### src/rtl/wmsu_pkg.sv
package wmsu_pkg;

	localparam int CHANNELS = 8;
	localparam int CH_W     = 3;

	localparam logic [15:0] FORGET_RESET = 16'd58982;
	localparam logic [32:0] Q32_ONE      = 33'h1_0000_0000;

	// operation codes carried on func
	localparam logic FUNC_ADD    = 1'b0;
	localparam logic FUNC_REMOVE = 1'b1;

	// multiplier operations
	localparam logic OP_MULW = 1'b0;	// round(a*w / 2^32), a 64 bits, w 33 bits
	localparam logic OP_FULL = 1'b1;	// a[32:0]*w, saturated to 64 bits

	typedef struct packed {
		logic        start;
		logic        op;
		logic [63:0] a;
		logic [32:0] w;
	} mul_req_t;

endpackage

### src/rtl/wmsu_mul.sv
module wmsu_mul (
	input  logic                clk,
	input  logic                arst_n,
	input  wmsu_pkg::mul_req_t  req,
	output logic                done,
	output logic [63:0]         res
);

	localparam logic [1:0] PH_IDLE   = 2'd0;
	localparam logic [1:0] PH_FIRST  = 2'd1;
	localparam logic [1:0] PH_SECOND = 2'd2;
	localparam logic [1:0] PH_FIN    = 2'd3;

	logic [1:0]  phase_q;
	logic        done_q;
	logic        op_q;
	logic [63:0] a_q;
	logic [32:0] w_q;
	logic [65:0] prod_q;
	logic [64:0] lo_q;
	logic [63:0] res_q;

	logic [32:0] mop;
	logic [65:0] prod;
	logic [64:0] lo_sum;
	logic [65:0] sum;

	always_comb begin
		if (phase_q == PH_FIRST) begin
			mop = (op_q == wmsu_pkg::OP_FULL) ? a_q[32:0] : {1'b0, a_q[31:0]};
		end else begin
			mop = {1'b0, a_q[63:32]};
		end
	end

	assign prod   = 66'(mop) * 66'(w_q);
	assign lo_sum = lo_q + 65'h0_8000_0000;
	assign sum    = prod_q + {33'b0, lo_sum[64:32]};

	always_ff @(posedge clk or negedge arst_n) begin
		if (!arst_n) begin
			phase_q <= PH_IDLE;
			done_q  <= 1'b0;
		end else begin
			done_q <= (phase_q == PH_FIN);
			case (phase_q)
				PH_IDLE: begin
					if (req.start) begin
						phase_q <= PH_FIRST;
					end
				end
				PH_FIRST: begin
					phase_q <= (op_q == wmsu_pkg::OP_FULL) ? PH_FIN : PH_SECOND;
				end
				PH_SECOND: begin
					phase_q <= PH_FIN;
				end
				PH_FIN: begin
					phase_q <= PH_IDLE;
				end
				default: begin
					phase_q <= PH_IDLE;
				end
			endcase
		end
	end

	always_ff @(posedge clk) begin
		case (phase_q)
			PH_IDLE: begin
				if (req.start) begin
					op_q <= req.op;
					a_q  <= req.a;
					w_q  <= req.w;
				end
			end
			PH_FIRST: begin
				prod_q <= prod;
			end
			PH_SECOND: begin
				lo_q   <= prod_q[64:0];
				prod_q <= prod;
			end
			PH_FIN: begin
				if (op_q == wmsu_pkg::OP_FULL) begin
					res_q <= (prod_q[65:64] != 2'b00) ? '1 : prod_q[63:0];
				end else begin
					res_q <= sum[63:0];
				end
			end
			default: begin
			end
		endcase
	end

	assign done = done_q;
	assign res  = res_q;

endmodule

### config.mk
export PLATFORM = sky130hd
export DESIGN_NAME = wmsu_mul
export DESIGN_NICKNAME = d
export VERILOG_FILES = /design/src/rtl/wmsu_pkg.sv /design/src/rtl/wmsu_mul.sv
export SDC_FILE = /design/constraint.sdc
export NUM_CORES = 2
export LEC_CHECK = 0
export BUFFER_PORTS_ARGS = -buffer_cell sky130_fd_sc_hd__buf_2
export CAP_MARGIN = 10
export CORE_UTILIZATION = 45
export DETAILED_ROUTE_END_ITERATION = 8
export SLEW_MARGIN = 40
export SYNTH_ARGS = -nofsm -noshare
export SYNTH_HDL_FRONTEND = slang
export SYNTH_SLANG_ARGS = --single-unit
### constraint.sdc
create_clock -name clk -period 12.6 [get_ports clk]
set_input_delay 1.89 -clock clk [delete_from_list [all_inputs] [get_ports clk]]
set_output_delay 1.89 -clock clk [all_outputs]
set_load 0.1 [all_outputs]
# --- Word-level counts from Yosys, hierarchy flattened ---
# Index checks and enable logic that the tools add are counted.
# W data, S select, Z words.
op_classes:
  n_mul: 1
  reduce_logical: 4
  eq_ne: 4
  n_mux: 7
  add_sub_neg: 2
ops:
  columns: ["operator", "count"]
  rows:
  - ["$mux W64", 2]
  - ["$mul A33 B33 Y66", 1]
  - ["$mux W33", 2]
  - ["$add A65 B32 Y65 const B", 1]
  - ["$add A64 B33 Y64", 1]
  - ["$pmux W2 S4", 1]
  - ["$eq A2 B2 Y1 const B", 2]
  - ["$eq A2 B1 Y1 const B", 1]
  - ["$logic_not A2 Y1", 1]
  - ["$mux W2", 1]
  - ["$ne A2 B2 Y1 const B", 1]
  - ["$reduce_and A2 Y1", 1]
  - ["$reduce_bool A2 Y1", 1]
  - ["$reduce_or A2 Y1", 1]
  - ["$mux W1", 1]
totals:
  in_bits: 101
  output_inout_bits: 65
  register_bits: 296
  wordCells: 26

# --- Logic depth before layout (Yosys ltp) ---
logic_depth:
  ltp_word: 3
  ltp_mapped: 35
  mapped_depth_nobuf: 31

# --- Worst setup path before layout ---
# OpenSTA, ideal clock, no wires.
synth_path:
  kind: "register to register"
  from: "register phase_q[1]"
  to: "register prod_q[62], data pin"
  t_required_ns: 12.338
  slack_ns: 4.055
  synth_period_minus_slack_ns: 8.545
  path_stages_with_launch: 36
  setup_time_ns: 0.262
  arrival_ns: 8.283
  path_buffers: 4
  path_cell_list: "dfrtp_1 > inv_1 > ha_1 > clkbuf_1 > clkbuf_1 > mux2_2 > clkbuf_1 > and2_1 > fa_1 > inv_1 > fa_1 > inv_1 > fa_1 > inv_1 > fa_1 > inv_1 > fa_1 > inv_1 > fa_1 > inv_1 > fa_1 > inv_1 > fa_1 > inv_1 > ha_1 > clkbuf_1 > nand4_1 > nor2_1 > a32oi_1 > nand4_1 > nand3_1 > a311oi_1 > or3_1 > a221oi_2 > o21ai_1 > xor2_1"
synth_between:
  elab_chain_len: 3
synth_lines:
  columns: ["item", "line_no", "source"]
  rows:
  - ["from (decl)", "wmsu_mul.sv:14", "logic [1:0] phase_q;"]
  - ["from (signal assigned)", "wmsu_mul.sv:53", "phase_q <= (op_q == wmsu_pkg::OP_FULL) ? PH_FIN : PH_SECOND;"]
  - ["$eq A2 B1 Y1", "wmsu_mul.sv:29", "if (phase_q == PH_FIRST) begin"]
  - ["$mux W33", "wmsu_mul.sv:29", null]
  - ["$mul A33 B33 Y66", "wmsu_mul.sv:36", "assign prod = 66'(mop) * 66'(w_q);"]
  - ["net prod[62]", "wmsu_mul.sv:24", "logic [65:0] prod;"]
  - ["to (signal assigned)", "wmsu_mul.sv:78", "prod_q <= prod;"]
  - ["to (signal assigned)", "wmsu_mul.sv:82", "prod_q <= prod;"]
  - ["to (decl)", "wmsu_mul.sv:19", "logic [65:0] prod_q;"]
# The timed path passes the listed nets, and every way through them passes these cells.
# A chain may end at the register's enable or synchronous reset.

# --- Worst setup path after layout ---
# Same ends and word-level chain as after synthesis.

==> results.sh <==
export IMPL_cts_max_level=1
export IMPL_grt_max_degree=73
export IMPL_cts_tree="built"
export IMPL_min_period_ns=9.59
export IMPL_crit_end="prod_q[62]"
export IMPL_start_util_pct=45.6
export IMPL_syn2layout_area_growth_pct=6.28
export IMPL_core_area_mm2=0.104
export IMPL_setup_viol=0
export IMPL_die_y_um=327
export IMPL_first_iter_violations=2063
export IMPL_fin_skew_ns=0.0726
export IMPL_critPathBufInv=7
export IMPL_syn_inst=4867
export IMPL_viasPerCell=5.27
export IMPL_cp_arrival_ns=9.93
export IMPL_r2r_end="prod_q[62]"
export IMPL_status="finished clean"
export IMPL_drt_wirelength_per_cell_um=20.3
export IMPL_cts_buffers=30
export IMPL_ys_top_cells_by_count="inv_1 (1,059), fa_1 (959), nand2_1 (625)"
export IMPL_worstMarginPinSlew_ns=0.840
export IMPL_cts_setup_buffers=0
export IMPL_path_delay_family="adder cells"
export IMPL_ys_flop_type="edfxtp_1"
export IMPL_die_w_um=327
export IMPL_grt_antenna_before_repair=4
export IMPL_place_area_mm2=0.0494
export IMPL_io_pins=166
export IMPL_synth_area_top_cells="fa_1 (40%), edfxtp_1 (17%), inv_1 (8.4%)"
export IMPL_slew_headroom_pct=44.0
export IMPL_synth_cell_types=84
export IMPL_synthesis_area_mm2=0.0474
export IMPL_max_stage_delay_ns=0.70
export IMPL_max_freq_mhz=104
export IMPL_clkTransAtPathRegs_ns=0.06
export IMPL_drv_cap=0
export IMPL_criticalPathCategory="reg2reg"
export IMPL_port_buffers=165
export IMPL_crit_fanout=34
export IMPL_synth_edf_count=262
export IMPL_nNetsFinal=6220
export IMPL_hold_path_class="reg2reg"
export IMPL_r2r_slack_ns=3.01
export IMPL_cpMaxStageDelayCell="mux2_2"
export IMPL_grt_overflow_total=0
export IMPL_maxSlewViolCount=0
export IMPL_clock_sinks=265
export IMPL_ctsLongestPathBuffers=3
export IMPL_globalplace_congestion=0.900
export IMPL_first_pass_iters=5
export IMPL_fin_area_mm2=0.0504
export IMPL_synth_top_area_share_pct=40.5
export IMPL_num_vias=33025
export IMPL_crit_start="phase_q[1]"
export IMPL_r2r_cells=29
export IMPL_seq_area_frac_synth_pct=16.7
export IMPL_drive_gt1_share_pct=6.70
export IMPL_grt_pass1_wl_um=204000
export IMPL_cp_num_cells=29
export IMPL_synth_seq_cells=265
export IMPL_hold_violations=0
export IMPL_period_share_pct=76.1
export IMPL_drc=0
export IMPL_dp_hpwl_um=100000
export IMPL_rsz0062_at_grt="false"
export IMPL_routed_wl_um=127000
export IMPL_synth_area_leader_cell="fa_1"
export IMPL_syn_avg_cell_area_um2=9.74
export IMPL_root_buffer="clkbuf_16"
export IMPL_cpMostUsedCell="fa_1"
export IMPL_start_kind="flop"
export IMPL_rows=118
export IMPL_ant_nets=0
export IMPL_synthArstFlopShare_pct=1.13
export IMPL_clk_latency_ns=0.66
export IMPL_yosys_warnings=0
export IMPL_grt_usage_pct=24.8
export IMPL_dieArea_mm2=0.107
export IMPL_r2r_start="phase_q[1]"
export IMPL_cp_required_ns=12.94
export IMPL_yosysMostFrequentCell="inv_1"
export IMPL_grt_pass1_vias=36058
export IMPL_final_setup_tns_ns=0
export IMPL_post_cts_resized=0
export IMPL_syn_nets=6231
export IMPL_cp_end_kind="flop"
export IMPL_holdBufCountCts=0
==> stage by stage <==
stage	instances	setup slack, ns	utilization [%]	hold WS [ns]
global route	6261	2.54	48.5	0.471
detailed placement	6203	3.09	47.5	0.447
finish	6263	3.01	48.5	0.451
global placement	6202	2.99	47.5	0.441
floorplan	4867	4.06	-	0.427
CTS	6259	3.09	48.5	0.459
==> cell families after synthesis <==
group | count (synthesis) | synth area share [%]
mux | 55 | 1.25
xor+xnor | 122 | 2.25
simple gates | 1489 | 15.7
fa+ha+maj | 1263 | 48.5
buf+inv | 1313 | 10.4
flops | 265 | 16.7
compound gates | 360 | 5.09
==> how the worst min path moves through the flow <==
stage	start	to	slack, ns	depth (start not counted)
floorplan	prod_q[64]	lo_q[64]	0.43	0
global placement	prod_q[64]	lo_q[64]	0.44	0
detailed placement	prod_q[64]	lo_q[64]	0.45	0
CTS	prod_q[64]	lo_q[64]	0.46	0
global route	prod_q[64]	lo_q[64]	0.47	0
finish	prod_q[64]	lo_q[64]	0.45	0
==> worst register-to-register path: cells and delay by family (launching register included) <==
kind                     cells  cell delay [ns]
adder cells (fa/ha/maj)     10             5.13
flip-flops                   1             0.40
AND/OR/NAND/NOR              6             1.41
multiplexers                 1             0.78
AO/OA/AOI/OAI                4             0.98
buffers and inverters        7             0.47
XOR/XNOR                     1             0.15
==> placed cells by master (no fill, tap or decap), drive strengths merged, types with 37 or more instances in the layout <==
| cell | netlist | layout |
|---|---|---|
| and2 | 578 | 578 |
| xnor2 | 72 | 72 |
| nand2 | 625 | 625 |
| a21oi | 131 | 131 |
| nand3 | 48 | 48 |
| clkbuf | 247 | 40 |
| o21ai | 58 | 58 |
| fa | 959 | 959 |
| edfxtp | 262 | 262 |
| xor2 | 50 | 50 |
| inv | 1059 | 1062 |
| nor2 | 108 | 108 |
| ha | 304 | 304 |
| nand4 | 37 | 37 |
| buf | 7 | 211 |
| a21o | 49 | 49 |
==> layer usage <==
layer  track usage (%)  wire length [µm]
met1              30.9             50900
met3              2.11              5550
met4              11.2              6790
met2              43.9             63700
met5                 0                13
==> flip-flops by register name, indices dropped and copies added (netlist names) <==
register  cells
res          64
w_q          33
phase_q       2
lo_q         34
op_q          1
a_q          64
done          1
prod_q       66
==> layout make-up <==
| type | instances | area (µm²) |
|---|---|---|
| timing repair buffer | 211 | 1210 |
| fill | 9809 | 53500 |
| multi-input combinational | 3289 | 34600 |
| sequential | 265 | 7940 |
| clock inverter | 16 | 145 |
| antenna | 3 | 7.51 |
| inverter | 1059 | 3980 |
| tap | 1380 | 1730 |
| clock buffer | 40 | 818 |
Power is left out: the tool's default activity adds up to more than one toggle a clock period on the data nets, which glitch-free logic cannot reach.
