--- config.mk ---
export PLATFORM = sky130hd
export DESIGN_NAME = wmsu_div
export DESIGN_NICKNAME = d
export VERILOG_FILES = /design/src/rtl/wmsu_pkg.sv /design/src/rtl/wmsu_div.sv
export SDC_FILE = /design/constraint.sdc
export NUM_CORES = 1
export LEC_CHECK = 0
export BUFFER_PORTS_ARGS = -buffer_cell sky130_fd_sc_hd__buf_2
export CAP_MARGIN = 25
export CORE_AREA = 2 2 209 129
export DETAILED_ROUTE_END_ITERATION = 6
export DIE_AREA = 0 0 211 131
export PLACE_DENSITY_LB_ADDON = 0.25
export SLEW_MARGIN = 0
export SYNTH_ARGS = -nofsm -noshare
export SYNTH_HDL_FRONTEND = slang
export SYNTH_SLANG_ARGS = --single-unit
--- constraint.sdc ---
create_clock -name clk -period 5 [get_ports clk]
set_clock_uncertainty 0.15 [all_clocks]
set_input_delay 0.25 -clock clk [delete_from_list [all_inputs] [get_ports clk]]
set_output_delay 0.25 -clock clk [all_outputs]
set_load 0.01 [all_outputs]
--- src/rtl/wmsu_pkg.sv ---
package wmsu_pkg;

	localparam int CHANNELS = 8;
	localparam int CH_W     = 3;

	localparam logic [15:0] FORGET_RESET = 16'd58982;
	localparam logic [32:0] Q32_ONE      = 33'h1_0000_0000;

	// operation codes carried on func
	localparam logic FUNC_ADD    = 1'b0;
	localparam logic FUNC_REMOVE = 1'b1;

	// multiplier operations
	localparam logic OP_MULW = 1'b0;	// round(a*w / 2^32), a 64 bits, w 33 bits
	localparam logic OP_FULL = 1'b1;	// a[32:0]*w, saturated to 64 bits

	typedef struct packed {
		logic        start;
		logic        op;
		logic [63:0] a;
		logic [32:0] w;
	} mul_req_t;

endpackage

--- src/rtl/wmsu_div.sv ---
module wmsu_div (
	input  logic        clk,
	input  logic        arst_n,
	input  logic        start,
	input  logic [63:0] num,
	input  logic [33:0] den,
	output logic        done,
	output logic [32:0] quo
);

	logic        busy_q;
	logic        done_q;
	logic [5:0]  cnt_q;
	logic [33:0] rem_q;
	logic [63:0] num_q;
	logic [63:0] q_q;
	logic [33:0] den_q;

	logic [34:0] trial;
	logic [34:0] diff;
	logic        ge;

	assign trial = {rem_q, num_q[63]};
	assign diff  = trial - {1'b0, den_q};
	assign ge    = (trial >= {1'b0, den_q});

	always_ff @(posedge clk or negedge arst_n) begin
		if (!arst_n) begin
			busy_q <= 1'b0;
			done_q <= 1'b0;
			cnt_q  <= '0;
		end else begin
			done_q <= busy_q && (cnt_q == 6'd63);
			if (busy_q) begin
				cnt_q <= cnt_q + 6'd1;
				if (cnt_q == 6'd63) begin
					busy_q <= 1'b0;
				end
			end else if (start) begin
				busy_q <= 1'b1;
				cnt_q  <= '0;
			end
		end
	end

	always_ff @(posedge clk) begin
		if (busy_q) begin
			rem_q <= ge ? diff[33:0] : trial[33:0];
			num_q <= {num_q[62:0], 1'b0};
			q_q   <= {q_q[62:0], ge};
		end else if (start) begin
			rem_q <= '0;
			num_q <= num;
			den_q <= den;
			q_q   <= '0;
		end
	end

	// weights never exceed one
	assign quo  = (q_q > {31'b0, wmsu_pkg::Q32_ONE}) ? wmsu_pkg::Q32_ONE : q_q[32:0];
	assign done = done_q;

endmodule

# Word-level counts from Yosys, hierarchy flattened
# Index checks and enable logic that the tools add are counted.
# word_totals
regBits	204
in_bits	101
output_inout_bits	34
word_cells	30
# classes
add_sub_neg	2
order_cmp	2
n_eq_ne	1
mux	13
bitwise	1
n_reduce_logical	3
# op_table
operator	n
64-bit 2-to-1 mux	4
34-bit 2-to-1 mux	3
64-bit by 33-bit > comparator with 1-bit output, second input constant	1
35-bit by 34-bit greater-or-equal comparator with 1-bit output	1
34-bit subtractor	1
33-bit 2-to-1 mux	1
6-bit 2-to-1 mux	2
6-bit by 1-bit adder with 6-bit output, second input constant	1
6-bit equality test, second input constant	1
1-bit 2-to-1 mux	3
2-bit AND reduction	1
2-bit nonzero test	1
1-bit logical AND	1
1-bit inverter	1

# Longest topological paths before layout
# Gate-level depths: netlist of run 1.
# depth
word_depth	3
depth_mapped	14
mapped_depth_nobuf	13

# Worst setup path after synthesis of run 1
# No wires, ideal clock.
# synth_path
path_type	register -> register
start	register busy_q
end	register num_q[10], enable pin
setup_ps	513
arrival_ps	3714
required_time_ps	4337
setup_slack_ps	622
stages_incl_launch_ff	4
path_buffers	1
period_less_slack_ps	4378
path_cell_list	dfrtp_1 > clkbuf_1 > nor2_1 > inv_1
# synth_via
elab_chain_cells	1
# synth_rtl
item	line	text
start: declaration	wmsu_div.sv:11	logic busy_q;
start signal: assignment	wmsu_div.sv:29	busy_q <= 1'b0;
start signal: assignment	wmsu_div.sv:37	busy_q <= 1'b0;
start signal: assignment	wmsu_div.sv:40	busy_q <= 1'b1;
2-bit nonzero test (no source line)	--	
end signal: assignment	wmsu_div.sv:49	num_q <= {num_q[62:0], 1'b0};
end signal: assignment	wmsu_div.sv:53	num_q <= num;
end: declaration	wmsu_div.sv:15	logic [63:0] num_q;
# Every way passes these cells.
# A chain may end at the register's enable or synchronous reset.

# Final worst setup path of run 1
# layout_path
start	register rem_q[1]
end	register rem_q[13] (data pin)
# layout_via
elab_chain_cells	3
word_cells_on_any_way	4
cone_classes	1 x add/sub; 1 x order compare; 2 x mux
# layout_rtl
item	line	text
start: declaration	wmsu_div.sv:14	logic [33:0] rem_q;
start signal: assignment	wmsu_div.sv:48	rem_q <= ge ? diff[33:0] : trial[33:0];
34-bit subtractor or 35-bit by 34-bit greater-or-equal comparator with 1-bit output (tied branches)	wmsu_div.sv:24, wmsu_div.sv:25	
34-bit 2-to-1 mux *	wmsu_div.sv:48	
34-bit 2-to-1 mux *	wmsu_div.sv:47	if (busy_q) begin
# Every way passes the cells marked *; elsewhere a longest branch is shown, timed or not.

==> results of run 1 <==
[cell usage after synthesis (12+ instances only)]
| master | instances | area, um2 |
|---|---|---|
| nand4_1 | 12 | 75.1 |
| mux2i_1 | 25 | 250 |
| a21o_1 | 12 | 90.1 |
| nor2_1 | 43 | 161 |
| a22o_1 | 64 | 561 |
| and3_1 | 34 | 213 |
| o21ai_0 | 23 | 115 |
| and2_1 | 64 | 400 |
| a21oi_1 | 36 | 180 |
| nand2_1 | 36 | 135 |
| inv_1 | 44 | 165 |
| edfxtp_1 | 195 | 5860 |
| nor4_1 | 15 | 93.8 |
| ha_1 | 35 | 438 |
| clkbuf_1 | 27 | 101 |
| xnor2_1 | 22 | 193 |
[cells by family (layout without fill, tap and decap cells)]
group | Yosys count | count (layout) | share of synthesized area
compound gates | 184 | 184 | 0.137
flops | 204 | 204 | 0.602
buf+inv | 86 | 331 | 0.0382
simple gates | 234 | 234 | 0.125
fa+ha+maj | 36 | 36 | 0.0454
mux | 25 | 25 | 0.0248
xor+xnor | 32 | 32 | 0.0278
[worst paths after layout]
check	from	end	slack (ps)	depth (start not counted)
max	rem_q[1]	rem_q[13]	1390	11
min	den[26]	den_q[26]	300	2
max reg2reg	rem_q[1]	rem_q[13]	1390	11
min reg2reg	cnt_q[5]	cnt_q[5]	340	1
max in group asynchronous	arst_n	busy_q	3850	3
min in group asynchronous	arst_n	cnt_q[3]	550	3
[cells in the final DEF, fill, tap and decap left out, types with 15 or more instances in the layout]
cell type / Yosys / layout
and3_1: 34 / 34
nor4_1: 15 / 15
edfxtp_1: 195 / 195
nor2_1: 43 / 43
a21oi_1: 36 / 36
buf_2: 2 / 134
o21ai_0: 23 / 22
and2_1: 64 / 64
inv_1: 44 / 43
nand2_1: 36 / 36
xnor2_1: 22 / 22
dlygate4sd3_1: 0 / 102
clkbuf_16: 0 / 25
ha_1: 35 / 35
mux2i_1: 25 / 25
a22o_1: 64 / 64
[power by group]
group	switching (uW)	internal, uW
Clock	685	931
Sequential	379	2800
Combinational	1370	1270
Total	2430	5000
[layout make-up]
| cell class | count | area, um2 | area share |
|---|---|---|---|
| Timing Repair Buffer | 247 | 1770 | 0.139 |
| Tap cell | 336 | 420 | 0.0329 |
| Clock buffer | 30 | 664 | 0.0519 |
| Sequential cell | 204 | 6080 | 0.475 |
| Inverter | 45 | 175 | 0.0137 |
| Multi-Input combinational cell | 511 | 3640 | 0.284 |
| Clock inverter | 9 | 45.0 | 0.00352 |
[sequential cells by signal, indices dropped and copies added (netlist names)]
name    count
done        1
rem_q      34
cnt_q       6
busy_q      1
den_q      34
num_q      64
q_q        64
[metal layers]
layer | up-vias | track usage | part of all wire
met5 | - | 0 | 0
met3 | 23 | 0.0337 | 0.049
li1 | 3478 | - | -
met1 | 3400 | 0.267 | 0.54
met2 | 175 | 0.233 | 0.39
met4 | 0 | 0.0340 | 0.016
[per-stage QoR]
| step | power [uW] | cell area, um2 |
|---|---|---|
| global placement | 5720 | 11100 |
| finish | 7430 | 12800 |
| global route | 7960 | 12800 |
| detailed placement | 5750 | 11100 |
| CTS | 7470 | 12800 |
| floorplan | 5200 | 10100 |
==> flow_summary.ini, run 1 <==
[clock_network]
post_cts_resized = 0
hold_buffers = 102
cts_setup_buffers = 0
clk_latency_ps = 510
h-tree-depth = 1
cts.sinks = 204
numCtsBuffers = 22
cts_root_buf = clkbuf_16
tritoncts = done
clockBufferDepth = 3
cts.clk_slew.worst_paths_ps = 60

[synth]
ys_ff_latch = 204
synth.distinct_cells = 58
synth_seq_area_share = 0.602
syn-num-nets = 938
yosys_warnings = 0
synth_edf_count = 195
synthCells = 801
synth.avg_cell_area_um2 = 12.6
ys.flop_type = edfxtp_1
synth_area_mm2 = 0.0101
synthArstFlopShare = 0.0392

[timing]
relSlewSlack = 0.463
max_slew.worst_pin.slew_ps = 806
fin_crit_sh = 0.722
tns_ps = 0
fin_ws_ps = 1390
slew_violations = 0
finalSetupViolations = 0
rsz0062_at_grt = false
layout_min_cycle_time_ps = 3610
fmax_mhz = 277
whs_ps = 301
hold_viol = 0

[worst_setup_path]
required_ps = 5190
cp_cell_sequence = ha_1 -> nand3_2 -> o21bai_4 -> a211oi_2 -> o2111ai_1 -> a21oi_2 -> o21ai_2 -> o41ai_4 -> buf_4 -> nand2_1 -> o22ai_1
cp_max_fo = 27
max_stage_delay_ps = 420
crit_path_top_delay_cell = edfxtp_1
crit_type = flip-flop to flip-flop
path_delay_family = compound AO/OA/AOI/OAI gates
start_kind = flip-flop
timing.critical_path.arrival_ps = 3810
critPathBufInv = 1
critical_path.endpoint_type = flip-flop

[layout]
final_cells = 1382
nNetsFinal = 1168
area_growth_syn_to_layout_pct = 26.9
fillers = 2316
fin_util = 0.495
num_antenna_cells = 0
drive_gt1_frac = 0.193

[die]
fp.coreArea_mm2 = 0.0258
pin_count = 135
rows = 46
dieArea_mm2 = 0.0276
die_w_um = 211
die_h_um = 131
initial_core_util = 0.390

[placement]
pre_cts_ws_ps = 1420
place.gp.congestion = 0.828
placed_cells = 1241
numPortBuffers = 134
hpwl_um = 14600

[routing]
routed_wl_um = 23100
via_count = 7076
dr.pass1.iters = 7
ant_nets = 0
routedWlPerCell_um = 16.7
drc = 0
routed_via_density = 5.12
dr.first_iter.drc_count = 416

[status]
status = finished, final reports clean

[power_and_ir_drop]
pwr_density_cell_mw_per_mm2 = 581
leakage_uw = 0.00550
peakVddDrop_uv = 242

[grt]
antenna_found_initial = 0
grt_pass1_vias = 6773
grt_max_degree = 90
track_usage = 0.168
grt_pass1_wl_um = 36700
grt_overflow = 0

[hold_path]
hold_class = primary input to flip-flop

[flow_run]
maxCapViolCount = 0
(Power assumes the default switching activity.)
==> inputs of run 2 (changes only) <==
- clock period: 5 -> 3.76 ns (I/O delays scaled with it)
==> run 2 against run 1 <==
Net effect:
- routed wire length decreased by 2.2%
- fmax is 3.4% higher
- clock power grew 31%
- global-route usage decreased by 0.63 points
- die area is the same
- critical path depth unchanged
- worst setup slack worse by 1100 ps
- clock-buffer cell count is 1 higher
- final cell count is essentially flat
- via count shrank 0.59%
- utilization rose by 0.18 points
- largest cell class unchanged
==> flow_summary.ini, run 2 (same netlist as run 1, synthesis figures left out) <==
[grt]
grt_max_degree = 105
track_usage = 0.162
grt_pass1_wl_um = 35500
grt_overflow = 0
grt_pass1_vias = 6639
antenna_found_initial = 0

[timing]
slew_violations = 0
max_slew.worst_pin.slew_ps = 754
fin_crit_sh = 0.929
finalSetupViolations = 0
fmax_mhz = 286
tns_ps = 0
layout_min_cycle_time_ps = 3490
hold_viol = 0
rsz0062_at_grt = false
relSlewSlack = 0.498

[hold_path]
hold_class = primary input to flip-flop

[die]
initial_core_util = 0.390
dieArea_mm2 = 0.0276
rows = 46
fp.coreArea_mm2 = 0.0258
die_w_um = 211
pin_count = 135
die_h_um = 131

[clock_network]
cts.clk_slew.worst_paths_ps = 60
numCtsBuffers = 22
clk_latency_ps = 510
cts_root_buf = clkbuf_16
cts.sinks = 204
tritoncts = done
clockBufferDepth = 3
h-tree-depth = 1

[worst_setup_path]
reg2reg_from = rem_q[1]
ff2ff_setup_slack_ps = 270
required_ps = 3850
critical_path.endpoint_type = flip-flop
startpoint = rem_q[1]
r2r-end = rem_q[24]
start_kind = flip-flop
crit_end = rem_q[24]
timing.critical_path.arrival_ps = 3580
crit_type = flip-flop to flip-flop
cp_max_fo = 21
rr_worst_depth = 11

[flow_run]
maxCapViolCount = 0

[routing]
routed_via_density = 5.09
drc = 0
via_count = 7034
routedWlPerCell_um = 16.3
ant_nets = 0
routed_wl_um = 22600
dr.pass1.iters = 4
dr.first_iter.drc_count = 438

[placement]
placed_cells = 1241
hpwl_um = 14400
numPortBuffers = 134
place.gp.congestion = 0.856

[layout]
reg_top3 = num_q: 64 flops, q_q: 64 flops
nNetsFinal = 1169
num_antenna_cells = 0
area_growth_syn_to_layout_pct = 27.3
final_cells = 1383
drive_gt1_frac = 0.192
final_cell_mix = edfxtp_1 (195), buf_2 (134), dlygate4sd3_1 (102)
final_common_cell = edfxtp_1

[power_and_ir_drop]
pwr_density_cell_mw_per_mm2 = 773
leakage_uw = 0.00551
peakVddDrop_uv = 326

[status]
status = finished, final reports clean
-- run 2: changes by cell type in the layout (fill, tap and decap cells not counted), moves of 2 or more --
cell       delta
inv_6         -2
buf_12        +4
clkbuf_8      -2
clkinv_1      -2
buf_4         -3
clkbuf_16     -2
clkbuf_1      +5
bufinv_16     +2
-- run 2: worst min path at each step --
stage,start,end,slack [ps],cells past startpoint
2_1_floorplan,arst_n,busy_q,-260,0
3_3_place_gp,arst_n,done,-110,1
3_5_place_dp,arst_n,done,-110,1
4_1_cts,den[14],den_q[14],200,2
5_1_grt,den[15],den_q[15],220,2
6_report,den[14],den_q[14],230,2
-- run 2: area by class of cell --
cell class              instances  area (um2)
fillers                      2292       13000
flip-flops and latches        204        6080
clock buffers                  31         606
inverters                      45         174
well taps                     336         420
clock inverters                 8        92.6
repair buffers                248        1830
multi-input cells             511        3640
-- run 2: what timing repair did --
item                       in CTS  in global routing
hold endpoints to repair      111                  0
resized for setup               0                  0
hold buffers                  102                  0
setup buffers                   0                  1
setup endpoints to repair       0                  1
-- run 2: routing by layer --
metal / global-route usage / wire length (um)
met1: 0.255 / 12200
met2: 0.226 / 8830
met3: 0.0337 / 1230
met4: 0.0340 / 366
met5: 0 / 0
-- run 2: worst max-delay path, cell delays in order, from the launching register on --
cell and delay (ps):
edfxtp_1 410, ha_1 400, nand3_2 140, o21bai_4 200, a211oi_2 220, o2111ai_1 280
a21oi_2 300, o21ai_2 110, o41ai_4 440, buf_12 250, mux2i_1 240, nor2_1 50
-- run 2: power by group --
group | leakage (uW) | internal [uW] | switching, uW | total, uW
logic | 0.00295 | 1740 | 1820 | 3560
registers | 0.00222 | 3720 | 512 | 4230
clock network | 0.000342 | 1260 | 872 | 2130
total | 0.00551 | 6720 | 3210 | 9930
-- run 2: per-stage QoR --
stage          setup WS, ps  instance area [um2]  hold WS (ps)  utilization  total power (uW)
6_report                266                12800           232        0.497              9930
2_1_floorplan          69.2                10100          -258            -              6910
3_3_place_gp            360                11100          -111        0.430              7650
5_1_grt                9.07                12800           221        0.497             10600
4_1_cts                 251                12800           197        0.497              9990
3_5_place_dp            260                11100          -110        0.430              7700
==> inputs of run 3 (changes only) <==
--- a/config.mk
+++ b/config.mk
@@ -12,2 +12,3 @@
 export DIE_AREA = 0 0 211 131
+export MAX_ROUTING_LAYER = met4
 export PLACE_DENSITY_LB_ADDON = 0.25
==> constraint.sdc (replaced) <==
create_clock -name clk -period 3.76 [get_ports clk]
set_clock_uncertainty 0.15 [all_clocks]
set_input_delay 0.564 -clock clk [delete_from_list [all_inputs] [get_ports clk]]
set_output_delay 0.564 -clock clk [all_outputs]
set_load 0.01 [all_outputs]
==> run 3 against run 2 <==
Net effect:
- sequential share of layout area up 3.5 points
- clock power up 11%
- clock-buffer cell count down 6
- combinational power about the same
- register-to-register slack worse by 20 ps
- global-route usage up 0.27 points
- flip-flop and latch count unchanged
- critical path type unchanged
- critical endpoint is now rem_q[20]
- largest power group unchanged
==> flow_summary.ini, run 3 (same netlist as run 1, synthesis figures left out) <==
[grt]
antenna_found_initial = 3
grt_pass1_wl_um = 34800
grt_overflow = 0
grt_pass1_vias = 6324
track_usage = 0.164
grt_max_degree = 85

[routing]
drc = 0
routed_wl_um = 22000
wl_met1_um = 12100
ant_nets = 0
routedWlPerCell_um = 17.0
wl_met2_um = 8290
wl_met3_um = 1280
via_count = 6690
dr.first_iter.drc_count = 406
top_layer = met4
routed_via_density = 5.19
dr.pass1.iters = 5

[power_and_ir_drop]
clkPwrFrac = 0.234
leakage_uw = 0.00514
peakVddDrop_uv = 385
p_int_uw = 6870
pwr-share-comb = 0.349
switchingPower_uw = 3220
finalPower_uw = 10100
p_sw_frac = 0.319
pwr_density_cell_mw_per_mm2 = 844
pwr-share-seq = 0.417

[layout]
final_cells = 1289
area_growth_syn_to_layout_pct = 18.5
reg_top3 = num_q: 64 flops, q_q: 64 flops
final_common_cell = edfxtp_1
drive_gt1_frac = 0.220
fillers = 2360
final_cell_mix = edfxtp_1 (195), buf_2 (134), a22o_1 (64), and2_1 (64), inv_1 (43)
fin_util = 0.463
nNetsFinal = 1072

[placement]
hpwl_um = 14700
placed_cells = 1242
place.gp.congestion = 0.846
numPortBuffers = 134

[worst_setup_path]
max_stage_delay_ps = 440
critical_path.endpoint_type = flip-flop
start_kind = flip-flop
r2r-end = rem_q[20]
ff2ff_setup_slack_ps = 250
timing.critical_path.arrival_ps = 3600
crit_type = flip-flop to flip-flop
path_delay_family = compound AO/OA/AOI/OAI gates
cp_cell_sequence = ha_1 -> nand3_2 -> o21bai_4 -> a211oi_2 -> o2111ai_1 -> a21oi_2 -> o21ai_2 -> o41ai_4 -> buf_12 -> mux2i_1 -> nor2_1
rr_worst_depth = 11
cp_max_fo = 21
required_ps = 3850
reg2reg_from = rem_q[1]
critPathBufInv = 1
crit_path_top_delay_cell = o41ai_4

[clock_network]
cts.sinks = 204
clockBufferDepth = 3
cts_root_buf = clkbuf_16
h-tree-depth = 1
cts.clk_slew.worst_paths_ps = 60
numCtsBuffers = 22
clk_latency_ps = 510
tritoncts = done

[die]
initial_core_util = 0.390
dieArea_mm2 = 0.0276
rows = 46
die_w_um = 211
pin_count = 135
fp.coreArea_mm2 = 0.0258
die_h_um = 131

[hold_path]
hold_depth = 1
hold_end = den_q[16]
hold_class = primary input to flip-flop
min-delay-start = den[16]

[timing]
fin_crit_sh = 0.934
fmax_mhz = 285
layout_min_cycle_time_ps = 3510
hold_viol = 0
max_slew.worst_pin.slew_ps = 993
finalSetupViolations = 0
tns_ps = 0
rsz0062_at_grt = false
relSlewSlack = 0.338
slew_violations = 0

[status]
status = finished, final reports clean

[flow_run]
maxCapViolCount = 0
run 3: power by group through the flow:
stage / clock [uW] / sequential (uW) / combinational, uW
2_1_floorplan: 0 / 4040 / 2870
3_3_place_gp: 0 / 4240 / 3400
3_5_place_dp: 0 / 4230 / 3490
4_1_cts: 2430 / 4210 / 3500
5_1_grt: 2520 / 4330 / 3960
6_report: 2360 / 4210 / 3530
run 3: routing by layer:
| layer | GRT usage | vias to the layer above |
|---|---|---|
| met4 | 0.0290 | 0 |
| li1 | - | 3294 |
| met2 | 0.208 | 149 |
| met5 | - | - |
| met1 | 0.260 | 3227 |
| met3 | 0.0409 | 20 |
run 3: worst register-to-register path: cells and delay by family, from the launching register on:
kind	cells	cell delay, ps
muxes	1	230
adders and majority gates	1	400
AOI/OAI and AO/OA	6	1590
DFF	1	410
buffers and inverters	1	260
and+or+nand+nor	2	200
run 3: how the worst max path moves through the flow:
stage / startpoint / to / slack, ps / cells past startpoint
after detailed placement: rem_q[1] / rem_q[20] / 270 / 11
after floorplan: start / num_q[10] / 90 / 2
final: rem_q[1] / rem_q[20] / 250 / 11
after global routing: num_q[63] / rem_q[26] / 10 / 13
after CTS: rem_q[1] / rem_q[20] / 240 / 11
after global placement: rem_q[1] / rem_q[24] / 360 / 11
run 3: repair_timing:
item,in CTS,in global routing
hold buffers,1,0
setup endpoints to repair,0,3
hold endpoints to repair,8,0
setup buffers,0,4
gates resized for setup,0,1
run 3: area by class of cell:
cell class                      count  area (um2)  share of cell area
Sequential cell                   204        6080               0.508
Multi-Input combinational cell    511        3650               0.305
Timing Repair Buffer              151         846              0.0707
Clock buffer                       25         583              0.0488
Tap cell                          336         420              0.0352
Clock inverter                     14         200              0.0167
Inverter                           45         174              0.0145
Antenna cell                        3        7.51            0.000628
run 3: per-stage QoR:
stage / area [um2] / setup WS (ps) / hold slack, ps
after floorplan: 10100 / 91.3 / 118
after global placement: 11100 / 356 / 268
after detailed placement: 11100 / 273 / 269
after CTS: 11900 / 244 / 48.5
after global routing: 12000 / 12.9 / 53.1
final: 12000 / 248 / 80.3
