--- config.mk ---
export PLATFORM = sky130hd
export DESIGN_NAME = wmsu_sqrt
export DESIGN_NICKNAME = d
export VERILOG_FILES = /design/src/rtl/wmsu_sqrt.sv
export SDC_FILE = /design/constraint.sdc
export NUM_CORES = 1
export LEC_CHECK = 0
export CORE_MARGIN = 5
export CORE_UTILIZATION = 55
export CTS_BUF_LIST = sky130_fd_sc_hd__clkbuf_8 sky130_fd_sc_hd__clkbuf_16
export DETAILED_ROUTE_END_ITERATION = 8
export DONT_BUFFER_PORTS = 1
export GPL_TIMING_DRIVEN = 0
export PLACE_DENSITY = 0.7
export RECOVER_POWER = 100
export SYNTH_ARGS = -nofsm -noshare
export SYNTH_HDL_FRONTEND = slang
export SYNTH_SLANG_ARGS = --single-unit
--- constraint.sdc ---
create_clock -name clk -period 16.45 [get_ports clk]
set_clock_uncertainty 0.05 [all_clocks]
set_input_delay 3.29 -clock clk [delete_from_list [all_inputs] [get_ports clk]]
set_output_delay 3.29 -clock clk [all_outputs]
set_load 0.05 [all_outputs]
--- src/rtl/wmsu_sqrt.sv ---
module wmsu_sqrt (
	input  logic        clk,
	input  logic        arst_n,
	input  logic        start,
	input  logic [63:0] v,
	output logic        done,
	output logic [31:0] root
);

	logic        busy_q;
	logic        done_q;
	logic [4:0]  cnt_q;
	logic [63:0] v_q;
	logic [63:0] res_q;
	logic [63:0] bit_q;

	logic [63:0] trial;
	logic        ge;

	assign trial = res_q + bit_q;
	assign ge    = (v_q >= trial);

	always_ff @(posedge clk or negedge arst_n) begin
		if (!arst_n) begin
			busy_q <= 1'b0;
			done_q <= 1'b0;
			cnt_q  <= '0;
		end else begin
			done_q <= busy_q && (cnt_q == 5'd31);
			if (busy_q) begin
				cnt_q <= cnt_q + 5'd1;
				if (cnt_q == 5'd31) begin
					busy_q <= 1'b0;
				end
			end else if (start) begin
				busy_q <= 1'b1;
				cnt_q  <= '0;
			end
		end
	end

	always_ff @(posedge clk) begin
		if (busy_q) begin
			v_q   <= ge ? v_q - trial : v_q;
			res_q <= ge ? (res_q >> 1) + bit_q : res_q >> 1;
			bit_q <= bit_q >> 2;
		end else if (start) begin
			v_q   <= v;
			res_q <= '0;
			bit_q <= 64'h4000_0000_0000_0000;
		end
	end

	assign root = res_q[31:0];
	assign done = done_q;

endmodule

=== Word-level counts from Yosys, hierarchy flattened ===
Index checks and enable logic that the tools add are counted.

* Add/sub/neg operators: 4
* $lt $le $gt $ge: 1
* Equality and inequality tests: 2
* Mux-type cells: 13
* Reductions and logical operators: 3

{| class="wikitable"
|+ Operators by type and width
! kind !! count
|-
| 2-to-1 mux 64 bit || 6
|-
| 2-to-1 mux 61 bit || 2
|-
| adder 63 x 63 -> 64 bit || 1
|-
| adder 64 x 63 -> 64 bit || 1
|-
| greater-or-equal comparator 64 bit || 1
|-
| subtractor 64 bit || 1
|-
| 2-to-1 mux 5 bit || 2
|-
| adder 5 x 1 -> 5 bit (second input constant) || 1
|-
| == test 5 bit (second input constant) || 1
|-
| 2-to-1 mux 1 bit || 3
|-
| inequality test 2 x 1 -> 1 bit (second input constant) || 1
|-
| AND reduction 2 bit || 1
|-
| nonzero test 2 bit || 1
|-
| logical AND 1 bit || 1
|}

* Register bits after elaboration: 167
* Input bits: 67
* Word-level logic and storage cells: 30

=== Logic depth before layout (Yosys ltp) ===
Gate-level depths: netlist of the first run.

* Depth after elaboration: 4
* Mapped depth: 24

=== Worst setup path after synthesis of the first run ===
Ideal clock, no wire load.

* Path type: register to register
* Start: reg res_q[6]
* End: reg v_q[0] (enable)
* Arrival: 7,924 ps
* Path slack: 7,970 ps
* Cell stages (with the launch flop): 22
* Period minus slack after synthesis: 8,480 ps
* Cells stage by stage: edfxtp_1 > ha_1 > and4_1 > a21oi_1 > or4_1 > nand4_1 > a31oi_1 > o31ai_1 > a41o_1 > a41oi_1 > xor2_1 > ha_1 > and2_1 > nand3_1 > nor4b_2 > nand3_1 > a211oi_2 > nor4b_4 > or2_1 > buf_4 > buf_2 > a21oi_1

* Longest elaborated chain between the ends: 4

{| class="wikitable"
|+ RTL lines
! element !! RTL line !! source
|-
| from (decl) || 14 || <nowiki>logic [63:0] res_q;</nowiki>
|-
| from (signal assigned) || 45 || <nowiki>res_q <= ge ? (res_q >> 1) + bit_q : res_q >> 1;</nowiki>
|-
| adder 64 x 63 -> 64 bit || 20 || <nowiki>assign trial = res_q + bit_q;</nowiki>
|-
| greater-or-equal comparator 64 bit || 21 || <nowiki>assign ge = (v_q >= trial);</nowiki>
|-
| inequality test 2 x 1 -> 1 bit (no source line) || n/a ||
|-
| AND reduction 2 bit (no source line) || n/a ||
|-
| to (signal assigned) || 44 || <nowiki>v_q <= ge ? v_q - trial : v_q;</nowiki>
|-
| to (signal assigned) || 48 || <nowiki>v_q <= v;</nowiki>
|-
| to (decl) || 13 || <nowiki>logic [63:0] v_q;</nowiki>
|}

Every way passes these cells.
A chain may end at the register's enable or synchronous reset.

=== Worst setup path after layout of the first run ===
* Start: reg res_q[12]
* End: reg v_q[15] (enable)

The elaborated chain is that of the path after synthesis.

==> results_dict.tcl, run 1 <==
set metrics [dict create \
    min_from "cnt_q[0]" \
    r2r_start "res_q[12]" \
    path_class "register to register" \
    boundaryPins 100 \
    rsz0062_at_grt "false" \
    regArea_um2 4970 \
    drive_gt1_share_pct 5.99 \
    ys_seq_area_share_pct 30.3 \
    ctsHtreeMaxLevel 4 \
    crit_required_ns 16.46 \
    fin_setup_tns_ns 0 \
    drv_cap 4 \
    multi_input_area_um2 10600 \
    postCtsHoldBufs 0 \
    fillCellCount 2727 \
    cp-end-kind "register" \
    grt_antenna_before_repair 1 \
    die_x_um 183 \
    setup_viol 0 \
    wl_per_cell_um 22.7 \
    netlist_area_um2 16400 \
    route.detailed.drc 0 \
    path_clk_slew_ns 0.07 \
    hold_viol 0 \
    critPathMaxStageDelay_ns 1.33 \
    grt_pass1_wl_um 80800 \
    worstPathArrival_ns 10.62 \
    async_flop_share_pct 4.19 \
    tightest_slew_ns 3.63 \
    start_kind "register" \
    overflow 0 \
    rows 63 \
    fmax_mhz 94.3 \
    yosysTopAreaCell "edfxtp_1" \
    clock_sinks 167 \
    violations "max-capacitance violations, max-slew violations" \
    postSynthAreaPerCell_um2 8.63 \
    cts_resized 0 \
    globalRouteMet1Util_pct 38.4 \
    routed_wl_um 52900 \
    maxSlewViolCount 126 \
    holdPathEnd "cnt_q[0]" \
    grt-busiest-layer "met2" \
    routabilityCongestion 0.963 \
    port_buffers 0 \
    syn-num-nets 2100 \
    grt_use_met2_pct 52.9 \
    first_pass_iters 7 \
    cpMostUsedCell "clkbuf_1" \
    synth_edf_count 159 \
    grtUsageMet3_pct 4.17 \
    layout.nets 2122 \
    cts-root-buf "clkbuf_16" \
    worst_slew_margin_rel_pct -142 \
    syn_inst 1900 \
    yosysUniqueCellTypes 86 \
    synthTopCellsByArea "edfxtp_1 (29%), ha_1 (10%), a21oi_1 (4.6%), nand2_1 (4.4%), xnor2_1 (4.0%)" \
    min_period_ns 10.61 \
    vias 15216 \
    dieHeight_um 183 \
    reg2reg_setup_slack_ns 5.84 \
    synth_top_area_share_pct 29.1 \
    reg2reg_depth 21 \
    holdPathStages 1 \
    hold_class "register to register" \
    cts_setup_buffers 0 \
    clockBufferDepth 2 \
    insertion_delay_ns 0.48 \
    reg2reg_to "v_q[15]" \
    status "finished, violations left" \
    worst-path-max-fanout 31 \
    path_cells "ha_1 -> nand4_1 -> nor4_1 -> o311ai_0 -> a2111oi_0 -> o31ai_1 -> a21oi_1 -> nor2_1 -> xor2_1 -> ha_1 -> clkbuf_1 -> nand3_1 -> nor4b_1 -> nand3_1 -> a211oi_1 -> nor4b_1 -> or2_0 -> clkbuf_1 -> clkbuf_1 -> a21oi_1 -> clkbuf_1" \
    area_growth_pct 5.53 \
    synth-seq-cells 167 \
    ant_nets 0 \
    crit_slowest_cell "clkbuf_1" \
    period_share_pct 64.5 \
    hpwl_um 40800 \
    grt_max_degree 64 \
    vias_per_cell 6.54 \
    cts_tree "done" \
    grt_pass1_vias 14642 \
    synth_ff_type "edfxtp_1" \
    ys_warn_count 0 \
    cts_buffers 17 \
    track_usage_pct 30.7 \
    drtIter0Drc 1538 \
    dieArea_um2 33400 \
    initial_core_util_pct 55.5 \
    fp.coreArea_um2 29600 \
]
[cell usage in the layout, fill, tap and decap left out, types with 6 or more instances in the layout]
cell,netlist,layout
edfxtp_1,159,159
nand4_1,46,46
mux2_2,48,48
nor2b_1,20,20
inv_1,49,49
o21bai_1,33,33
clkbuf_1,67,111
nand2b_1,18,18
a21o_1,38,38
mux2i_1,14,14
nor4_1,10,10
inv_8,0,6
o211ai_1,13,13
and2_1,50,25
dfrtp_1,7,7
nand2_1,191,191
buf_2,15,9
nand3_1,51,51
xnor2_1,75,75
nor2_1,133,133
clkbuf_16,0,17
and2_0,0,25
a21oi_1,150,152
and3_1,23,23
and4_1,12,12
o21ai_0,85,95
ha_1,132,132
a31o_2,17,17
o21ai_1,23,14
a31oi_1,63,63
o21a_1,20,20
o31ai_1,21,21
xor2_1,70,70
or3_1,19,19
nor3_1,44,44
a211oi_1,31,33
[synth_stat cells (15+ instances only)]
cell	instances
a211oi_1	31
a21o_1	38
a21oi_1	150
a31o_2	17
a31oi_1	63
and2_1	50
and3_1	23
buf_2	15
buf_4	34
clkbuf_1	67
edfxtp_1	159
ha_1	132
inv_1	49
mux2_2	48
nand2_1	191
nand2b_1	18
nand3_1	51
nand4_1	46
nor2_1	133
nor2b_1	20
nor3_1	44
o21a_1	20
o21ai_0	85
o21ai_1	23
o21bai_1	33
o31ai_1	21
or3_1	19
xnor2_1	75
xor2_1	70
[metal layers]
metal | vias up | wire [um]
li1 | 7181 | -
met1 | 7285 | 21500
met2 | 631 | 25800
met3 | 119 | 3430
met4 | 0 | 2060
met5 | - | 0
[kinds of logic (layout without fill, tap and decap cells)]
group	count (synthesis)	count (layout)	share of synthesized area [%]
compound gates	581	581	23.4
xor+xnor	145	145	7.74
flops	167	167	30.3
fa+ha+maj	133	133	10.2
simple gates	644	644	19.5
other cells	0	1	0
mux	62	62	4.15
buf+inv	168	203	4.74
[how the worst max path moves through the flow]
stage,depth (start not counted),startpoint,slack (ns),to
2_1_floorplan,21,res_q[6],7.97,v_q[0]
3_3_place_gp,20,res_q[2],4.96,v_q[15]
3_5_place_dp,23,res_q[2],8.72,v_q[15]
4_1_cts,23,res_q[2],8.68,v_q[15]
5_1_grt,21,res_q[12],5.19,v_q[15]
6_report,21,res_q[12],5.84,v_q[15]
[sequential cells by signal, summed over array words and instances (netlist names)]
register and count:
res_q 64, busy_q 1, cnt_q 5, v_q 64, bit_q 32, done 1
[stage by stage]
stage | hold slack [ns] | cells | setup slack (ns) | utilization [%] | instance area, um^2
after floorplan | 0.420 | 1900 | 7.97 | - | 16400
after global placement | 0.436 | 2290 | 4.96 | 57.2 | 16900
after detailed placement | 0.447 | 2293 | 8.72 | 57.4 | 17000
after CTS | 0.464 | 2325 | 8.68 | 59.5 | 17600
after global routing | 0.491 | 2326 | 5.19 | 58.6 | 17300
final | 0.463 | 2326 | 5.84 | 58.6 | 17300
[critical path: cells and delay by family, from the launching register on]
kind	cells	cell delay, ns
xor+xnor	1	0.19
buf+inv	4	2.52
simple gates	8	2.56
flops	1	0.54
compound gates	6	3.53
fa+ha+maj	2	0.76
[layout make-up]
cell class | count | area share (%)
tap | 390 | 2.82
timing repair buffer | 3 | 0.0650
clock inverter | 15 | 1.05
inverter | 49 | 1.07
sequential | 167 | 28.7
multi-input combinational | 1565 | 61.2
antenna | 1 | 0.0145
buffer | 119 | 2.65
clock buffer | 17 | 2.46
Power of run 1 is left out: the tool's default activity adds up to more than one toggle a clock period on the data nets, which glitch-free logic cannot reach.
==> run 2: changes to the inputs <==
--- a/config.mk
+++ b/config.mk
@@ -5,6 +5,7 @@
 export SDC_FILE = /design/constraint.sdc
 export NUM_CORES = 1
 export LEC_CHECK = 0
+export ABC_AREA = 1
 export CORE_MARGIN = 5
 export CORE_UTILIZATION = 55
 export CTS_BUF_LIST = sky130_fd_sc_hd__clkbuf_8 sky130_fd_sc_hd__clkbuf_16
==> constraint.sdc (replaced) <==
create_clock -name clk -period 9.9 [get_ports clk]
set_clock_uncertainty 0.05 [all_clocks]
set_input_delay 1.98 -clock clk [delete_from_list [all_inputs] [get_ports clk]]
set_output_delay 1.98 -clock clk [all_outputs]
set_load 0.05 [all_outputs]
==> results_dict.tcl, run 2 <==
set metrics [dict create \
    regArea_um2 4970 \
    ys_warn_count 0 \
    worst-path-max-fanout 64 \
    clockBufferDepth 2 \
    layout.nets 3778 \
    synth_compound_area_share_pct 9.58 \
    die_x_um 205 \
    crit_required_ns 9.86 \
    start_kind "register" \
    drv_cap 1 \
    initial_core_util_pct 55.6 \
    setup_viol 0 \
    ctsHtreeMaxLevel 4 \
    cts_setup_buffers 0 \
    synthTopCellsByArea "nand2_1 (23%), edfxtp_1 (23%), inv_1 (11%), ha_1 (7.9%), nor2_1 (7.2%)" \
    synth_top_area_share_pct 23.0 \
    drtIter0Drc 2446 \
    cts-root-buf "clkbuf_16" \
    hpwl_um 66600 \
    fp.coreArea_um2 37700 \
    grt_max_degree 77 \
    rsz0062_at_grt "false" \
    synth_xor_area_share_pct 4.56 \
    reg.largest.list "res_q (64), v_q (64), bit_q (32)" \
    synth_commonest_cells "nand2_1 (1,286), inv_1 (604), nor2_1 (403)" \
    grt_antenna_before_repair 0 \
    drive_gt1_share_pct 2.09 \
    route.detailed.drc 0 \
    min_period_ns 7.38 \
    port_buffers 0 \
    period_share_pct 74.6 \
    vias_per_cell 5.67 \
    grt_pass1_vias 22063 \
    postCtsHoldBufs 0 \
    first_pass_iters 6 \
    final_cell_mix "nand2_1 (1,288), inv_1 (604), nor2_1 (405)" \
    muxShareOfSynthArea_pct 0 \
    vias 23276 \
    synth_top_family_by_area "simple AND/OR/NAND/NOR gates" \
    path_clk_slew_ns 0.07 \
    cts_tree "done" \
    yosysTopAreaCell "nand2_1" \
    grt_pass1_wl_um 120000 \
    dieArea_um2 42100 \
    ant_nets 0 \
    dpl_cell_area_um2 21600 \
    postSynthAreaPerCell_um2 5.89 \
    dp.cells 4070 \
    yosysMostFrequentCell "nand2_1" \
    yosysUniqueCellTypes 47 \
    dieHeight_um 205 \
    ys_seq_area_share_pct 23.7 \
    status "finished, violations left" \
    synthSimpleGateAreaFrac_pct 40.7 \
    area_growth_pct 4.91 \
    insertion_delay_ns 0.48 \
    violations "max-capacitance violations, max-slew violations" \
    hold_class "register to register" \
    maxSlewViolCount 77 \
    synth_edf_count 159 \
    syn_inst 3558 \
    syn-num-nets 3758 \
    worstPathArrival_ns 7.34 \
    hold_viol 0 \
    tightest_slew_ns 4.10 \
    timing.final.ws_setup_ns 2.52 \
    path_class "register to register" \
    cp-end-kind "register" \
    worst_slew_margin_rel_pct -173 \
    routabilityCongestion 1.09 \
    synth-seq-cells 167 \
    stdcell_area_um2 22000 \
    fillCellCount 3936 \
    clock_sinks 167 \
    rows 71 \
    pre_cts_ws_ns 4.06 \
    synthAdderAreaFrac_pct 7.98 \
    instances_no_fill 4103 \
    track_usage_pct 37.6 \
    fmax_mhz 135 \
    async_flop_share_pct 4.19 \
    routed_wl_um 80400 \
    overflow 0 \
    netlist_area_um2 20900 \
    final_common_cell "nand2_1" \
    cts_resized 0 \
    boundaryPins 100 \
    cts_buffers 17 \
    multi_input_area_um2 13100 \
    fin_setup_tns_ns 0 \
    wl_per_cell_um 19.6 \
    synth_ff_type "edfxtp_1" \
]
run 2: cells by family (layout without fill, tap and decap cells):
kind of cell,count (synthesis),in the layout
buffers and inverters,698,731
other,0,1
xor gates and xnor gates,109,109
and+or+nand+nor,2081,2081
AOI/OAI and AO/OA,370,370
adders and majority gates,133,133
DFF,167,167
run 2: layer usage:
layer / share of wire [%] / track usage (%) / vias to the layer above
met5: 0 / 0 / -
met4: 7.6 / 24.7 / 0
met3: 8.5 / 4.72 / 261
met2: 46 / 63.2 / 1214
met1: 38 / 45.2 / 10585
li1: - / - / 11216
run 2: stage by stage:
step / hold slack (ns) / utilization (%)
2_1_floorplan: 0.401 / -
6_report: 0.439 / 58.3
5_1_grt: 0.453 / 58.3
4_1_cts: 0.437 / 59.0
3_3_place_gp: 0.418 / 57.3
3_5_place_dp: 0.427 / 57.4
run 2: worst max-delay path: stages (launching register included):
cell      delay (ns)
edfxtp_1        0.58
ha_1            0.47
nand2_1         0.09
o21ai_0         0.25
inv_1           0.07
nand3_1         0.08
o21ai_0         0.20
o21ai_0         0.67
nand3_1         0.29
nand3_1         0.14
nand2_1         0.14
ha_1            0.39
a21oi_1         0.22
o21ai_0         0.20
a21oi_1         0.17
nand2_1         0.12
nor2_1          0.81
nand2_1         0.62
nand2_1         0.63
nand2_4         0.65
run 2: cell type report:
class                           count  area share, %
Sequential cell                   167           22.6
Timing Repair Buffer                1         0.0171
Inverter                          612           10.5
Clock buffer                       17           1.94
Clock inverter                     15          0.735
Multi-Input combinational cell   2693           59.7
Antenna cell                        1         0.0114
Buffer                             86           1.61
Tap cell                          511           2.91
run 2: worst paths after layout:
check	startpoint	end	slack (ns)	cells after the start
worst max-delay path	res_q[6]	v_q[13]	2.52	19
worst min-delay path	cnt_q[3]	cnt_q[3]	0.44	1
worst max register to register	res_q[6]	v_q[13]	2.52	19
worst min register to register	cnt_q[3]	cnt_q[3]	0.44	1
max in group asynchronous	arst_n	cnt_q[0]	8.60	0
min in group asynchronous	arst_n	cnt_q[4]	1.13	0
Power of run 2 is left out for the same reason.
==> run 3: changes to the inputs <==
==> constraint.sdc (replaced) <==
create_clock -name clk -period 7.1 [get_ports clk]
set_clock_uncertainty 0.05 [all_clocks]
set_input_delay 1.42 -clock clk [delete_from_list [all_inputs] [get_ports clk]]
set_output_delay 1.42 -clock clk [all_outputs]
set_load 0.05 [all_outputs]
==> results_dict.tcl, run 3 (same netlist as run 2, synthesis figures left out) <==
set metrics [dict create \
    layout.nets 3778 \
    grt_pass1_vias 22063 \
    min_from "cnt_q[3]" \
    worst-path-max-fanout 64 \
    worst_slew_margin_rel_pct -178 \
    cpLargestDelayFamily "simple AND/OR/NAND/NOR gates" \
    route.detailed.drc 0 \
    cpMostUsedCell "nand2_1" \
    initial_core_util_pct 55.6 \
    final_cell_mix "nand2_1 (1,287), inv_1 (604), nor2_1 (404)" \
    ctsHtreeMaxLevel 4 \
    dieArea_um2 42100 \
    reg2reg_depth 19 \
    critPathMaxStageDelay_ns 0.78 \
    path_buf_inv 1 \
    period_share_pct 89.8 \
    path_clk_slew_ns 0.08 \
    vias 23172 \
    hpwl_um 66600 \
    cts_buffers 17 \
    maxSlewViolCount 77 \
    port_buffers 0 \
    fmax_mhz 157 \
    rsz0062_at_grt "false" \
    reg2reg_setup_slack_ns 0.73 \
    tightest_slew_ns 4.17 \
    grt_max_degree 77 \
    status "finished, violations left" \
    cp-end-kind "register" \
    clockBufferDepth 2 \
    cts_resized 0 \
    wl_per_cell_um 19.6 \
    timing.final.ws_setup_ns 0.728 \
    drv_cap 1 \
    start_kind "register" \
    fp.coreArea_um2 37700 \
    worstPathArrival_ns 6.42 \
    overflow 0 \
    path_cells "ha_1 -> nand2_1 -> o21ai_0 -> inv_1 -> nand3_1 -> o21ai_0 -> o21ai_0 -> xor2_1 -> ha_1 -> nand2_1 -> nor2_1 -> nand2_1 -> nor2_1 -> nand4_1 -> nand3_1 -> nand2_1 -> nand2_8 -> nand2_2 -> nand2_4" \
    first_pass_iters 6 \
    hold_class "register to register" \
    grt_pass1_wl_um 120000 \
    setup_viol 0 \
    ant_nets 0 \
    drive_gt1_share_pct 2.12 \
    cts_setup_buffers 0 \
    crit_required_ns 7.15 \
    vias_per_cell 5.65 \
    rows 71 \
    routabilityCongestion 1.09 \
    hold_viol 0 \
    reg.largest.list "res_q (64), v_q (64), bit_q (32)" \
    reg2reg_to "v_q[13]" \
    die_x_um 205 \
    crit_slowest_cell "nand2_4" \
    violations "max-capacitance violations, max-slew violations" \
    area_growth_pct 5.02 \
    routed_wl_um 80500 \
    pre_cts_ws_ns 1.26 \
    drtIter0Drc 2538 \
    final_common_cell "nand2_1" \
    clock_sinks 167 \
    fillCellCount 3936 \
    r2r_start "res_q[6]" \
    grt_antenna_before_repair 0 \
    cts-root-buf "clkbuf_16" \
    postCtsHoldBufs 0 \
    insertion_delay_ns 0.48 \
    track_usage_pct 37.6 \
    path_class "register to register" \
    boundaryPins 100 \
    dieHeight_um 205 \
    holdPathStages 1 \
    holdPathEnd "cnt_q[3]" \
    cts_tree "done" \
    min_period_ns 6.37 \
]
run 3: stage by stage:
stage          std cells  instance area [um^2]  hold slack (ns)  util (%)  TNS, ns
5_1_grt             4102                 22000            0.453      58.4        0
4_1_cts             4102                 22200            0.437      59.0        0
3_3_place_gp        4069                 21600            0.418      57.3   -10.57
3_5_place_dp        4070                 21600            0.427      57.4        0
2_1_floorplan       3558                 20900            0.401         -        0
6_report            4103                 22000            0.436      58.4        0
run 3: worst max-delay path by stage:
stage,startpoint,endpoint,slack [ns],cells after the start
after CTS,res_q[6],v_q[9],1.22,21
final,res_q[6],v_q[13],0.73,19
after floorplan,res_q[6],v_q[0],2.01,20
after global placement,res_q[6],v_q[8],-0.17,19
after detailed placement,res_q[6],v_q[9],1.26,19
after global routing,res_q[6],v_q[17],0.44,19
run 3: area by class of cell:
class,count,area (um^2),share of cell area [%]
multi-input combinational,2693,13100,59.7
sequential,167,4970,22.6
inverter,612,2300,10.5
tap,511,639,2.91
clock buffer,17,425,1.93
buffer,86,353,1.60
clock inverter,15,161,0.734
timing repair buffer,1,3.75,0.0171
antenna,1,2.50,0.0114
run 3: routing by layer:
layer / vias up / global-route usage, % / part of all wire, %
met5: - / 0 / 0
met3: 265 / 4.72 / 8.3
met2: 1169 / 63.2 / 45
li1: 11217 / - / -
met1: 10521 / 45.2 / 39
met4: 0 / 24.7 / 7.8
Power of run 3 is left out for the same reason.
